File: config.mk
export PLATFORM = sky130hd
export DESIGN_NAME = battery_voltage_monitor_unit
export DESIGN_NICKNAME = d
export VERILOG_FILES = /design/src/design/bvm_pkg.sv /design/src/design/bvm_div.sv /design/src/design/bvm_ctrl.sv /design/src/design/bvm_datapath.sv /design/src/design/battery_voltage_monitor_unit.sv
export SDC_FILE = /design/constraint.sdc
export NUM_CORES = 2
export LEC_CHECK = 0
export ABC_CLOCK_PERIOD_IN_PS = 21500
export BUFFER_PORTS_ARGS = -buffer_cell sky130_fd_sc_hd__buf_2
export CAP_MARGIN = 15
export CORE_MARGIN = 1
export CORE_UTILIZATION = 56
export DETAILED_ROUTE_END_ITERATION = 8
export MAX_ROUTING_LAYER = met4
export PLACE_DENSITY = 0.75
export SYNTH_ARGS = -nofsm -noshare
export SYNTH_HDL_FRONTEND = slang
export SYNTH_HIERARCHICAL = 1
export SYNTH_SLANG_ARGS = --single-unit
export TNS_END_PERCENT = 50
File: constraint.sdc
create_clock -name i_clk -period 21.5 [get_ports i_clk]
set_input_delay 2.15 -clock i_clk [delete_from_list [all_inputs] [get_ports i_clk]]
set_output_delay 2.15 -clock i_clk [all_outputs]
set_load 0.05 [all_outputs]
File: src/design/bvm_pkg.sv
// Shared types and constants of the battery voltage monitor.
// Used by the controller, the datapath and the top level.
package bvm_pkg;

    localparam int CFG_W      = 16;
    localparam int CFG_IDX_W  = 3;
    localparam int IN_W       = 24;
    localparam int OUT_W      = 48;
    localparam int PIN_FULL_W = 28;
    localparam int DIV_W      = PIN_FULL_W + CFG_W;

    localparam logic [CFG_W-1:0] GAIN_NUM_RST = 16'd1532;
    localparam logic [CFG_W-1:0] GAIN_DEN_RST = 16'd1580;
    localparam logic [CFG_W-1:0] DIV_NUM_RST  = 16'd3810;
    localparam logic [CFG_W-1:0] DIV_DEN_RST  = 16'd1480;

    typedef enum logic [CFG_IDX_W-1:0] {
        CFG_GAIN_NUM = 3'd0,
        CFG_GAIN_DEN = 3'd1,
        CFG_DIV_NUM  = 3'd2,
        CFG_DIV_DEN  = 3'd3
    } t_cfg_idx;

    typedef enum logic [1:0] {
        OP_CODE = 2'd0,
        OP_MV   = 2'd1,
        OP_PIN  = 2'd2,
        OP_BAT  = 2'd3
    } t_op;

    typedef enum logic [3:0] {
        ST_ACCUM,
        ST_CODE,
        ST_MV,
        ST_MUL_PIN,
        ST_PIN,
        ST_PIN_W,
        ST_MUL_BAT,
        ST_BAT,
        ST_BAT_W,
        ST_EMIT,
        ST_CHARGE
    } t_state;

    typedef struct packed {
        logic acc;
        logic div_start;
        logic div_cap;
        logic mul_en;
        logic ema_en;
        logic out_ld;
        t_op  sel;
    } t_cmd;

    typedef struct packed {
        logic last_item;
        logic div_done;
        logic out_free;
    } t_sts;

endpackage

File: src/design/bvm_div.sv
// Restoring serial divider, one quotient bit per cycle.
// Depends on bvm_pkg for the dividend and divisor widths.
module bvm_div (
    input  logic                       i_clk,
    input  logic                       i_rst_n,
    input  logic                       i_start,
    input  logic [bvm_pkg::DIV_W-1:0]  i_dividend,
    input  logic [bvm_pkg::CFG_W-1:0]  i_divisor,
    output logic                       o_done,
    output logic [bvm_pkg::DIV_W-1:0]  o_quotient
);
    import bvm_pkg::*;

    localparam int CNT_W = $clog2(DIV_W + 1);

    logic             r_busy, n_busy;
    logic             r_done, n_done;
    logic [CNT_W-1:0] r_cnt, n_cnt;
    logic [CFG_W-1:0] r_rem, n_rem;
    logic [CFG_W-1:0] r_dsr, n_dsr;
    logic [DIV_W-1:0] r_quo, n_quo;
    logic [CFG_W:0]   w_trial;
    logic             w_ge;

    assign w_trial = {r_rem, r_quo[DIV_W-1]};
    assign w_ge    = w_trial >= {1'b0, r_dsr};

    always_comb begin
        n_busy = r_busy;
        n_done = 1'b0;
        n_cnt  = r_cnt;
        n_rem  = r_rem;
        n_dsr  = r_dsr;
        n_quo  = r_quo;
        if (i_start) begin
            n_busy = 1'b1;
            n_cnt  = CNT_W'(DIV_W);
            n_rem  = '0;
            n_dsr  = i_divisor;
            n_quo  = i_dividend;
        end else if (r_busy) begin
            n_rem = w_ge ? CFG_W'(w_trial - {1'b0, r_dsr}) : w_trial[CFG_W-1:0];
            n_quo = {r_quo[DIV_W-2:0], w_ge};
            n_cnt = r_cnt - CNT_W'(1);
            if (r_cnt == CNT_W'(1)) begin
                n_busy = 1'b0;
                n_done = 1'b1;
            end
        end
    end

    always_ff @(posedge i_clk) begin
        if (!i_rst_n) begin
            r_busy <= 1'b0;
            r_done <= 1'b0;
            r_cnt  <= '0;
        end else begin
            r_busy <= n_busy;
            r_done <= n_done;
            r_cnt  <= n_cnt;
        end
        r_rem <= n_rem;
        r_dsr <= n_dsr;
        r_quo <= n_quo;
    end

    assign o_done     = r_done;
    assign o_quotient = r_quo;

endmodule

File: src/design/bvm_ctrl.sv
// Controller state machine: burst collection and the post-burst sequence.
// Depends on bvm_pkg for the state, command and status types.
module bvm_ctrl (
    input  logic          i_clk,
    input  logic          i_rst_n,
    input  logic          i_s_axis_tvalid,
    output logic          o_s_axis_tready,
    input  bvm_pkg::t_sts i_sts,
    output bvm_pkg::t_cmd o_cmd
);
    import bvm_pkg::*;

    t_state r_state, n_state;

    always_ff @(posedge i_clk) begin
        if (!i_rst_n) begin
            r_state <= ST_ACCUM;
        end else begin
            r_state <= n_state;
        end
    end

    always_comb begin
        n_state         = r_state;
        o_cmd           = '0;
        o_cmd.sel       = OP_CODE;
        o_s_axis_tready = 1'b0;
        unique case (r_state)
            ST_ACCUM: begin
                o_s_axis_tready = 1'b1;
                o_cmd.acc       = i_s_axis_tvalid;
                if (i_s_axis_tvalid && i_sts.last_item) begin
                    n_state = ST_CODE;
                end
            end
            ST_CODE: begin
                o_cmd.div_cap = 1'b1;
                n_state       = ST_MV;
            end
            ST_MV: begin
                o_cmd.sel     = OP_MV;
                o_cmd.div_cap = 1'b1;
                n_state       = ST_MUL_PIN;
            end
            ST_MUL_PIN: begin
                o_cmd.sel    = OP_PIN;
                o_cmd.mul_en = 1'b1;
                n_state      = ST_PIN;
            end
            ST_PIN: begin
                o_cmd.sel       = OP_PIN;
                o_cmd.div_start = 1'b1;
                n_state         = ST_PIN_W;
            end
            ST_PIN_W: begin
                o_cmd.sel = OP_PIN;
                if (i_sts.div_done) begin
                    o_cmd.div_cap = 1'b1;
                    n_state       = ST_MUL_BAT;
                end
            end
            ST_MUL_BAT: begin
                o_cmd.sel    = OP_BAT;
                o_cmd.mul_en = 1'b1;
                n_state      = ST_BAT;
            end
            ST_BAT: begin
                o_cmd.sel       = OP_BAT;
                o_cmd.div_start = 1'b1;
                n_state         = ST_BAT_W;
            end
            ST_BAT_W: begin
                o_cmd.sel = OP_BAT;
                if (i_sts.div_done) begin
                    o_cmd.div_cap = 1'b1;
                    n_state       = ST_EMIT;
                end
            end
            ST_EMIT: begin
                if (i_sts.out_free) begin
                    o_cmd.ema_en = 1'b1;
                    n_state      = ST_CHARGE;
                end
            end
            ST_CHARGE: begin
                o_cmd.out_ld = 1'b1;
                n_state      = ST_ACCUM;
            end
            default: begin
                n_state = ST_ACCUM;
            end
        endcase
    end

endmodule

File: src/design/bvm_datapath.sv
// Datapath: burst sums and extremes, calibration multiplier, filters, output register.
// Depends on bvm_pkg and instantiates the serial divider bvm_div.
module bvm_datapath #(
    parameter int SAMPLES  = 16,
    parameter int ADC_BITS = 12
) (
    input  logic                          i_clk,
    input  logic                          i_rst_n,
    input  bvm_pkg::t_cmd                 i_cmd,
    output bvm_pkg::t_sts                 o_sts,
    input  logic [bvm_pkg::IN_W-1:0]      i_tdata,
    input  logic                          i_cfg_we,
    input  logic [bvm_pkg::CFG_IDX_W-1:0] i_cfg_index,
    input  logic [bvm_pkg::CFG_W-1:0]     i_cfg_data,
    input  logic                          i_m_tready,
    output logic                          o_m_tvalid,
    output logic [bvm_pkg::OUT_W-1:0]     o_m_tdata
);
    import bvm_pkg::*;

    localparam int IDX_W = $clog2(SAMPLES);
    localparam int SUM_W = 12 + $clog2(SAMPLES);
    localparam logic [11:0] CODE_MASK =
        (ADC_BITS >= 12) ? 12'hFFF : 12'((1 << ADC_BITS) - 1);
    // floor(x / (SAMPLES-2)) as (x * MEAN_M) >> MEAN_SH, exact for every x of SUM_W bits
    localparam int MEAN_D      = SAMPLES - 2;
    localparam int MEAN_SH     = SUM_W + $clog2(MEAN_D);
    localparam int MEAN_PROD_W = SUM_W + MEAN_SH;
    localparam longint MEAN_M_L =
        ((longint'(1) << MEAN_SH) + longint'(MEAN_D) - 1) / longint'(MEAN_D);
    localparam logic [MEAN_SH-1:0] MEAN_M = MEAN_SH'(MEAN_M_L);

    function automatic logic [15:0] ema4(input logic [15:0] old_v, input logic [15:0] new_v);
        logic [17:0] s;
        begin
            s = 18'(old_v) * 18'd3 + 18'(new_v);
            ema4 = s[17:2];
        end
    endfunction

    function automatic logic [6:0] charge_pct(input logic [15:0] v);
        logic [15:0] d;
        logic [10:0] x;
        logic [24:0] p;
        logic [6:0]  q;
        begin
            d = '0;
            x = '0;
            p = '0;
            q = '0;
            if (v >= 16'd4200) begin
                q = 7'd100;
            end else if (v >= 16'd4000) begin
                d = v - 16'd4000;
                p = 25'(d[7:0]) * 25'd205;
                q = 7'd80 + 7'(p >> 11);
            end else if (v >= 16'd3800) begin
                d = v - 16'd3800;
                q = 7'd55 + 7'(d[7:0] >> 3);
            end else if (v >= 16'd3700) begin
                d = v - 16'd3700;
                x = 11'(d[6:0]) * 11'd15;
                p = 25'(x) * 25'd5243;
                q = 7'd40 + 7'(p >> 19);
            end else if (v >= 16'd3600) begin
                d = v - 16'd3600;
                x = 11'(d[6:0]) * 11'd15;
                p = 25'(x) * 25'd5243;
                q = 7'd25 + 7'(p >> 19);
            end else if (v >= 16'd3500) begin
                d = v - 16'd3500;
                x = 11'(d[6:0]) * 11'd13;
                p = 25'(x) * 25'd5243;
                q = 7'd12 + 7'(p >> 19);
            end else if (v >= 16'd3300) begin
                d = v - 16'd3300;
                x = 11'(d[7:0]) * 11'd3;
                p = 25'(x) * 25'd5243;
                q = 7'(p >> 18);
            end
            charge_pct = q;
        end
    endfunction

    logic [CFG_W-1:0]      r_gain_num, r_gain_den, r_div_num, r_div_den;
    logic [IDX_W-1:0]      r_idx;
    logic [SUM_W-1:0]      r_code_sum, r_mv_sum;
    logic [11:0]           r_code_lo, r_code_hi, r_mv_lo, r_mv_hi;
    logic [11:0]           r_code_mean, r_mv_mean;
    logic [PIN_FULL_W-1:0] r_pin_full;
    logic [15:0]           r_bat_new;
    logic [DIV_W-1:0]      r_prod;
    logic                  r_loaded;
    logic [11:0]           r_filt_code, r_filt_pin;
    logic [15:0]           r_filt_bat;
    logic                  r_out_valid;
    logic [OUT_W-1:0]      r_out_data;

    logic [11:0]           w_code, w_mv, w_new_pin;
    logic                  w_last;
    logic [SUM_W-1:0]      w_code_trim, w_mv_trim, w_trim;
    logic [MEAN_PROD_W-1:0] w_mean_prod;
    logic [11:0]           w_mean;
    logic [DIV_W-1:0]      w_dividend, w_quo;
    logic [CFG_W-1:0]      w_divisor, w_gden, w_dden, w_mul_b;
    logic [PIN_FULL_W-1:0] w_mul_a;
    logic                  w_div_done;
    logic [15:0]           w_ema_code, w_ema_pin, w_ema_bat;

    assign w_code      = i_tdata[11:0] & CODE_MASK;
    assign w_mv        = i_tdata[23:12];
    assign w_last      = r_idx == IDX_W'(SAMPLES - 1);
    assign w_code_trim = r_code_sum - SUM_W'(r_code_lo) - SUM_W'(r_code_hi);
    assign w_mv_trim   = r_mv_sum - SUM_W'(r_mv_lo) - SUM_W'(r_mv_hi);
    assign w_trim      = (i_cmd.sel == OP_MV) ? w_mv_trim : w_code_trim;
    assign w_mean_prod = MEAN_PROD_W'(w_trim) * MEAN_PROD_W'(MEAN_M);
    assign w_mean      = w_mean_prod[MEAN_SH +: 12];
    assign w_gden      = (r_gain_den == '0) ? CFG_W'(1) : r_gain_den;
    assign w_dden      = (r_div_den == '0) ? CFG_W'(1) : r_div_den;
    assign w_new_pin   = (|r_pin_full[PIN_FULL_W-1:12]) ? 12'hFFF : r_pin_full[11:0];
    assign w_ema_code  = ema4({4'd0, r_filt_code}, {4'd0, r_code_mean});
    assign w_ema_pin   = ema4({4'd0, r_filt_pin}, {4'd0, w_new_pin});
    assign w_ema_bat   = ema4(r_filt_bat, r_bat_new);

    always_comb begin
        w_dividend = r_prod;
        if (i_cmd.sel == OP_PIN) begin
            w_divisor = w_gden;
            w_mul_a   = PIN_FULL_W'(r_mv_mean);
            w_mul_b   = r_gain_num;
        end else begin
            w_divisor = w_dden;
            w_mul_a   = r_pin_full;
            w_mul_b   = r_div_num;
        end
    end

    bvm_div u_div (
        .i_clk      (i_clk),
        .i_rst_n    (i_rst_n),
        .i_start    (i_cmd.div_start),
        .i_dividend (w_dividend),
        .i_divisor  (w_divisor),
        .o_done     (w_div_done),
        .o_quotient (w_quo)
    );

    always_ff @(posedge i_clk) begin
        if (!i_rst_n) begin
            r_gain_num <= GAIN_NUM_RST;
            r_gain_den <= GAIN_DEN_RST;
            r_div_num  <= DIV_NUM_RST;
            r_div_den  <= DIV_DEN_RST;
        end else if (i_cfg_we) begin
            unique case (t_cfg_idx'(i_cfg_index))
                CFG_GAIN_NUM: r_gain_num <= i_cfg_data;
                CFG_GAIN_DEN: r_gain_den <= i_cfg_data;
                CFG_DIV_NUM:  r_div_num  <= i_cfg_data;
                CFG_DIV_DEN:  r_div_den  <= i_cfg_data;
                default: begin
                end
            endcase
        end
    end

    always_ff @(posedge i_clk) begin
        if (!i_rst_n) begin
            r_idx      <= '0;
            r_code_sum <= '0;
            r_mv_sum   <= '0;
            r_code_lo  <= 12'hFFF;
            r_code_hi  <= '0;
            r_mv_lo    <= 12'hFFF;
            r_mv_hi    <= '0;
        end else if (i_cmd.acc) begin
            r_idx      <= w_last ? '0 : r_idx + IDX_W'(1);
            r_code_sum <= r_code_sum + SUM_W'(w_code);
            r_mv_sum   <= r_mv_sum + SUM_W'(w_mv);
            if (w_code < r_code_lo) r_code_lo <= w_code;
            if (w_code > r_code_hi) r_code_hi <= w_code;
            if (w_mv < r_mv_lo) r_mv_lo <= w_mv;
            if (w_mv > r_mv_hi) r_mv_hi <= w_mv;
        end else if (i_cmd.out_ld) begin
            r_code_sum <= '0;
            r_mv_sum   <= '0;
            r_code_lo  <= 12'hFFF;
            r_code_hi  <= '0;
            r_mv_lo    <= 12'hFFF;
            r_mv_hi    <= '0;
        end
    end

    always_ff @(posedge i_clk) begin
        if (i_cmd.mul_en) begin
            r_prod <= DIV_W'(w_mul_a) * DIV_W'(w_mul_b);
        end
        if (i_cmd.div_cap) begin
            case (i_cmd.sel)
                OP_CODE: r_code_mean <= w_mean;
                OP_MV:   r_mv_mean   <= w_mean;
                OP_PIN:  r_pin_full  <= w_quo[PIN_FULL_W-1:0];
                default: r_bat_new   <= (|w_quo[DIV_W-1:16]) ? 16'hFFFF : w_quo[15:0];
            endcase
        end
    end

    always_ff @(posedge i_clk) begin
        if (!i_rst_n) begin
            r_loaded    <= 1'b0;
            r_filt_code <= '0;
            r_filt_pin  <= '0;
            r_filt_bat  <= '0;
        end else if (i_cmd.ema_en) begin
            r_loaded <= 1'b1;
            if (!r_loaded) begin
                r_filt_code <= r_code_mean;
                r_filt_pin  <= w_new_pin;
                r_filt_bat  <= r_bat_new;
            end else begin
                r_filt_code <= w_ema_code[11:0];
                r_filt_pin  <= w_ema_pin[11:0];
                r_filt_bat  <= w_ema_bat;
            end
        end
    end

    always_ff @(posedge i_clk) begin
        if (!i_rst_n) begin
            r_out_valid <= 1'b0;
        end else if (i_cmd.out_ld) begin
            r_out_valid <= 1'b1;
        end else if (i_m_tready) begin
            r_out_valid <= 1'b0;
        end
        if (i_cmd.out_ld) begin
            r_out_data <= {r_filt_bat != 16'd0, charge_pct(r_filt_bat),
                           r_filt_bat, r_filt_pin, r_filt_code};
        end
    end

    assign o_sts.last_item = w_last;
    assign o_sts.div_done  = w_div_done;
    assign o_sts.out_free  = !r_out_valid || i_m_tready;
    assign o_m_tvalid      = r_out_valid;
    assign o_m_tdata       = r_out_data;

endmodule

File: src/design/battery_voltage_monitor_unit.sv
// Battery voltage monitor top level: controller plus datapath.
// Depends on bvm_pkg, bvm_ctrl and bvm_datapath.
// Readings are taken one per cycle while a burst is collected; after its last item the two
// means are captured, then for the pin and the battery value a multiply and a pass of the
// serial divider, then the filter update, held while the previous result still waits on
// i_m_axis_tready, and the output load. No item is taken meanwhile. Reset (synchronous,
// active low) restores the registers, clears sums and filters.
module battery_voltage_monitor_unit #(
    parameter int SAMPLES  = 16,
    parameter int ADC_BITS = 12
) (
    input  logic        i_clk,
    input  logic        i_rst_n,
    input  logic        i_s_axis_tvalid,
    output logic        o_s_axis_tready,
    // adc_code[11:0], adc_millivolts[23:12]
    input  logic [23:0] i_s_axis_tdata,
    output logic        o_m_axis_tvalid,
    input  logic        i_m_axis_tready,
    // smoothed_code[11:0], smoothed_pin_mv[23:12], battery_mv[39:24],
    // charge_percent[46:40], reading_valid[47]
    output logic [47:0] o_m_axis_tdata,
    input  logic        i_cfg_we,
    input  logic [2:0]  i_cfg_index,
    input  logic [15:0] i_cfg_data
);
    import bvm_pkg::*;

    t_cmd w_cmd;
    t_sts w_sts;

    bvm_ctrl u_ctrl (
        .i_clk           (i_clk),
        .i_rst_n         (i_rst_n),
        .i_s_axis_tvalid (i_s_axis_tvalid),
        .o_s_axis_tready (o_s_axis_tready),
        .i_sts           (w_sts),
        .o_cmd           (w_cmd)
    );

    bvm_datapath #(
        .SAMPLES  (SAMPLES),
        .ADC_BITS (ADC_BITS)
    ) u_dp (
        .i_clk       (i_clk),
        .i_rst_n     (i_rst_n),
        .i_cmd       (w_cmd),
        .o_sts       (w_sts),
        .i_tdata     (i_s_axis_tdata),
        .i_cfg_we    (i_cfg_we),
        .i_cfg_index (i_cfg_index),
        .i_cfg_data  (i_cfg_data),
        .i_m_tready  (i_m_axis_tready),
        .o_m_tvalid  (o_m_axis_tvalid),
        .o_m_tdata   (o_m_axis_tdata)
    );

endmodule

==> impl_metrics.py <==
metrics = {
    "logic_synthesis": {
        "mappedNetlistNets": 7351,
        "synth_edf_count": 220,
        "netlist_area_pre_place_mm2": 0.0545,
        "synthDominantAreaCellType": "sky130_fd_sc_hd__fa_1",
        "yosysSeqAreaShare": 0.201,
        "synth-main-ff-cell": "sky130_fd_sc_hd__edfxtp_1",
        "netlist-cell-type-count": 99,
        "yosysWarningCount": 6,
        "postSynthRegisterBits": 438,
        "synth_largest_type_area_fraction": 0.240,
        "synth_area_per_cell_um2": 9.35,
        "synth_area_leaders": "sky130_fd_sc_hd__fa_1 (24%), sky130_fd_sc_hd__ha_1 (19%), sky130_fd_sc_hd__edfxtp_1 (12%)",
        "syn_inst": 5832,
        "share_of_async_settable_or_async_resettable_flops_after_synthesis": 0,
    },
    "timing": {
        "setup_viol": 0,
        "worst_slew_margin_rel": 0.219,
        "clock_tree_skew_after_final_layout_ns": 0.0285,
        "period_share": 0.463,
        "worst_slew_pin_slew_ns": 1.17,
        "final_period_minus_worst_setup_slack_ns": 9.94,
        "fin_tns_setup_ns": 0,
        "fmaxAchievable_mhz": 101,
        "timing_max_transition_violations_final": 0,
        "rsz_0062_raised_after_global_routing": "no",
        "timing_hold_violations_final": 0,
        "finalWorstSetupSlack_ns": 11.56,
    },
    "global_route": {
        "grt_max_degree": 94,
        "grt_first_pass_wirelength_mm": 218,
        "gr-usage-all-layers": 0.286,
        "globalRouteOverflowTotal": 0,
        "grt_pass1_vias": 41500,
        "grt_antenna_before_repair": 1,
    },
    "clock_network": {
        "cts.clk_slew.worst_paths_ns": 0.07,
        "clockBufferDepth": 3,
        "tritoncts": "yes",
        "clkSinkCount": 438,
        "clk-insertion-delay-late_ns": 0.63,
        "cts_htree_levels": 2,
        "clock_tree.root_cell": "sky130_fd_sc_hd__clkbuf_16",
        "hold_buffers": 0,
        "cts_setup_buffers": 0,
        "numCtsBuffers": 51,
        "post_cts_sizing": 0,
    },
    "die": {
        "dieWidth_um": 314,
        "floorplan.io_pins": 98,
        "rows": 114,
        "placeableCoreArea_mm2": 0.0966,
        "die_height_um": 314,
        "die_area_mm2": 0.0986,
        "start_util": 0.565,
    },
    "place": {
        "port_buffers": 97,
        "detailed_place_hpwl_mm": 106,
        "placedInstanceArea_mm2": 0.0562,
        "dpl_worst_slack_ns": 11.69,
        "numPlacedInstances": 7052,
        "gp_congestion": 0.992,
    },
    "cells_and_area": {
        "mostFrequentLayoutCells": "sky130_fd_sc_hd__inv_1 (986), sky130_fd_sc_hd__ha_1 (817), sky130_fd_sc_hd__nand2_1 (711), sky130_fd_sc_hd__fa_1 (654), sky130_fd_sc_hd__nor2_1 (316)",
        "final_nets": 7349,
        "stdcell_count": 7149,
        "filler_cell_count": 8198,
        "insertedDiodeCount": 0,
        "layout.cell_area.non_filler_mm2": 0.0579,
        "mostFrequentLayoutCell": "sky130_fd_sc_hd__inv_1",
        "area_growth_syn_to_layout_pct": 6.13,
        "post_route_cells_drive_above_1_share": 0.0553,
    },
    "critical_path": {
        "cp_slowest_cell": "sky130_fd_sc_hd__and2_0",
        "r2r_slack_ns": 11.56,
        "worst-setup-path-type": "flip-flop to flip-flop",
        "critPathMostFrequentCell": "sky130_fd_sc_hd__fa_1",
        "cp_slowest_stage_delay_ns": 0.84,
        "setup.worst_path.start_class": "flip-flop",
        "arrival_ns": 10.29,
        "cp_max_fanout": 93,
        "crit_required_ns": 21.85,
        "setup_crit_end_kind": "flip-flop",
    },
    "detailed_routing": {
        "routedWlPerCell_um": 18.8,
        "drtIter0Drc": 2895,
        "first_pass_drt_iterations": 6,
        "antenna_violation_net_count_after_detailed_routing": 0,
        "residual_drc_count": 0,
        "vias": 40700,
        "totalWireLength_mm": 135,
        "vias_per_inst": 5.70,
    },
    "outcome": {
        "status": "finished, final reports clean",
    },
    "worst_hold_path": {
        "timing.hold.worst.class": "flip-flop to flip-flop",
    },
    "flow_run": {
        "cap_viol_max_count": 0,
    },
}
==> Yosys cell counts (50+ instances only) <==
cell / number
sky130_fd_sc_hd__o21ai_0: 135
sky130_fd_sc_hd__a21o_1: 94
sky130_fd_sc_hd__mux2i_1: 51
sky130_fd_sc_hd__dfxtp_1: 218
sky130_fd_sc_hd__a21oi_1: 296
sky130_fd_sc_hd__nand2_1: 711
sky130_fd_sc_hd__clkbuf_1: 166
sky130_fd_sc_hd__inv_1: 987
sky130_fd_sc_hd__mux2_2: 50
sky130_fd_sc_hd__and3_1: 82
sky130_fd_sc_hd__nor3_1: 58
sky130_fd_sc_hd__nand3_1: 85
sky130_fd_sc_hd__nor2_1: 319
sky130_fd_sc_hd__xnor2_1: 146
sky130_fd_sc_hd__ha_1: 817
sky130_fd_sc_hd__edfxtp_1: 220
sky130_fd_sc_hd__xor2_1: 78
sky130_fd_sc_hd__fa_1: 654
==> kinds of logic (layout without fill, tap and decap cells) <==
logic type / after synthesis / in the layout / share of synthesized area
compound gates: 867 / 867 / 0.104
xor+xnor: 224 / 224 / 0.0360
fa+ha+maj: 1471 / 1471 / 0.428
buf+inv: 1188 / 1229 / 0.0829
flops: 438 / 438 / 0.201
mux: 101 / 101 / 0.0197
simple gates: 1543 / 1543 / 0.129
==> critical path: cells and delay by family (launching register included) <==
family	cells	cell delay, ns
DFF	1	0.55
AOI/OAI and AO/OA	7	2.11
and+or+nand+nor	9	2.75
buffers and inverters	6	0.94
adders and majority gates	7	3.30
==> through the flow <==
| stage | hold slack (ns) | util |
|---|---|---|
| 6_report | 0.454 | 0.599 |
| 3_5_place_dp | 0.431 | 0.582 |
| 2_1_floorplan | 0.408 | - |
| 4_1_cts | 0.455 | 0.599 |
| 3_3_place_gp | 0.416 | 0.582 |
| 5_1_grt | 0.480 | 0.599 |
==> flip-flops by register name, summed over array words and instances, names as in the netlist, 16 cells and up <==
| signal | count |
|---|---|
| u_dp/o_m_tdata | 48 |
| u_dp/r_div_den | 16 |
| u_dp/u_div/r_dsr | 16 |
| u_dp/u_div/o_quotient | 44 |
| u_dp/r_pin_full | 28 |
| u_dp/r_gain_num | 16 |
| u_dp/r_filt_bat | 16 |
| u_dp/r_gain_den | 16 |
| u_dp/r_code_sum | 16 |
| u_dp/r_mv_sum | 16 |
| u_dp/u_div/r_rem | 16 |
| u_dp/r_div_num | 16 |
| u_dp/r_bat_new | 16 |
| u_dp/r_prod | 44 |
==> final timing paths <==
| path | startpoint | to | cells after the start |
|---|---|---|---|
| worst max register to register | u_ctrl/r_state[1] | u_dp/r_prod[41] | 29 |
| worst max-delay path | u_ctrl/r_state[1] | u_dp/r_prod[41] | 29 |
| worst min-delay path | u_dp/r_filt_pin[6] | u_dp/o_m_tdata[18] | 0 |
| worst min register to register | u_dp/r_filt_pin[6] | u_dp/o_m_tdata[18] | 0 |
==> routing by layer <==
| layer | GRT usage | up-vias | part of all wire |
|---|---|---|---|
| met5 | - | - | 0 |
| met2 | 0.458 | 1294 | 0.46 |
| li1 | - | 19300 | - |
| met3 | 0.0387 | 228 | 0.067 |
| met1 | 0.379 | 20000 | 0.44 |
| met4 | 0.0835 | 0 | 0.030 |
==> cell type report <==
type                            count  area [um^2]  area share
Multi-Input combinational cell   4206        39100       0.676
Clock inverter                     31          263     0.00454
Inverter                          990         3720      0.0642
Clock buffer                       65         1400      0.0242
Sequential cell                   438        11000       0.190
Tap cell                         1276         1600      0.0276
Timing Repair Buffer              143          828      0.0143
Power is not shown: default switching activity piles up to over one toggle a cycle in this logic, so the estimate is an artifact.
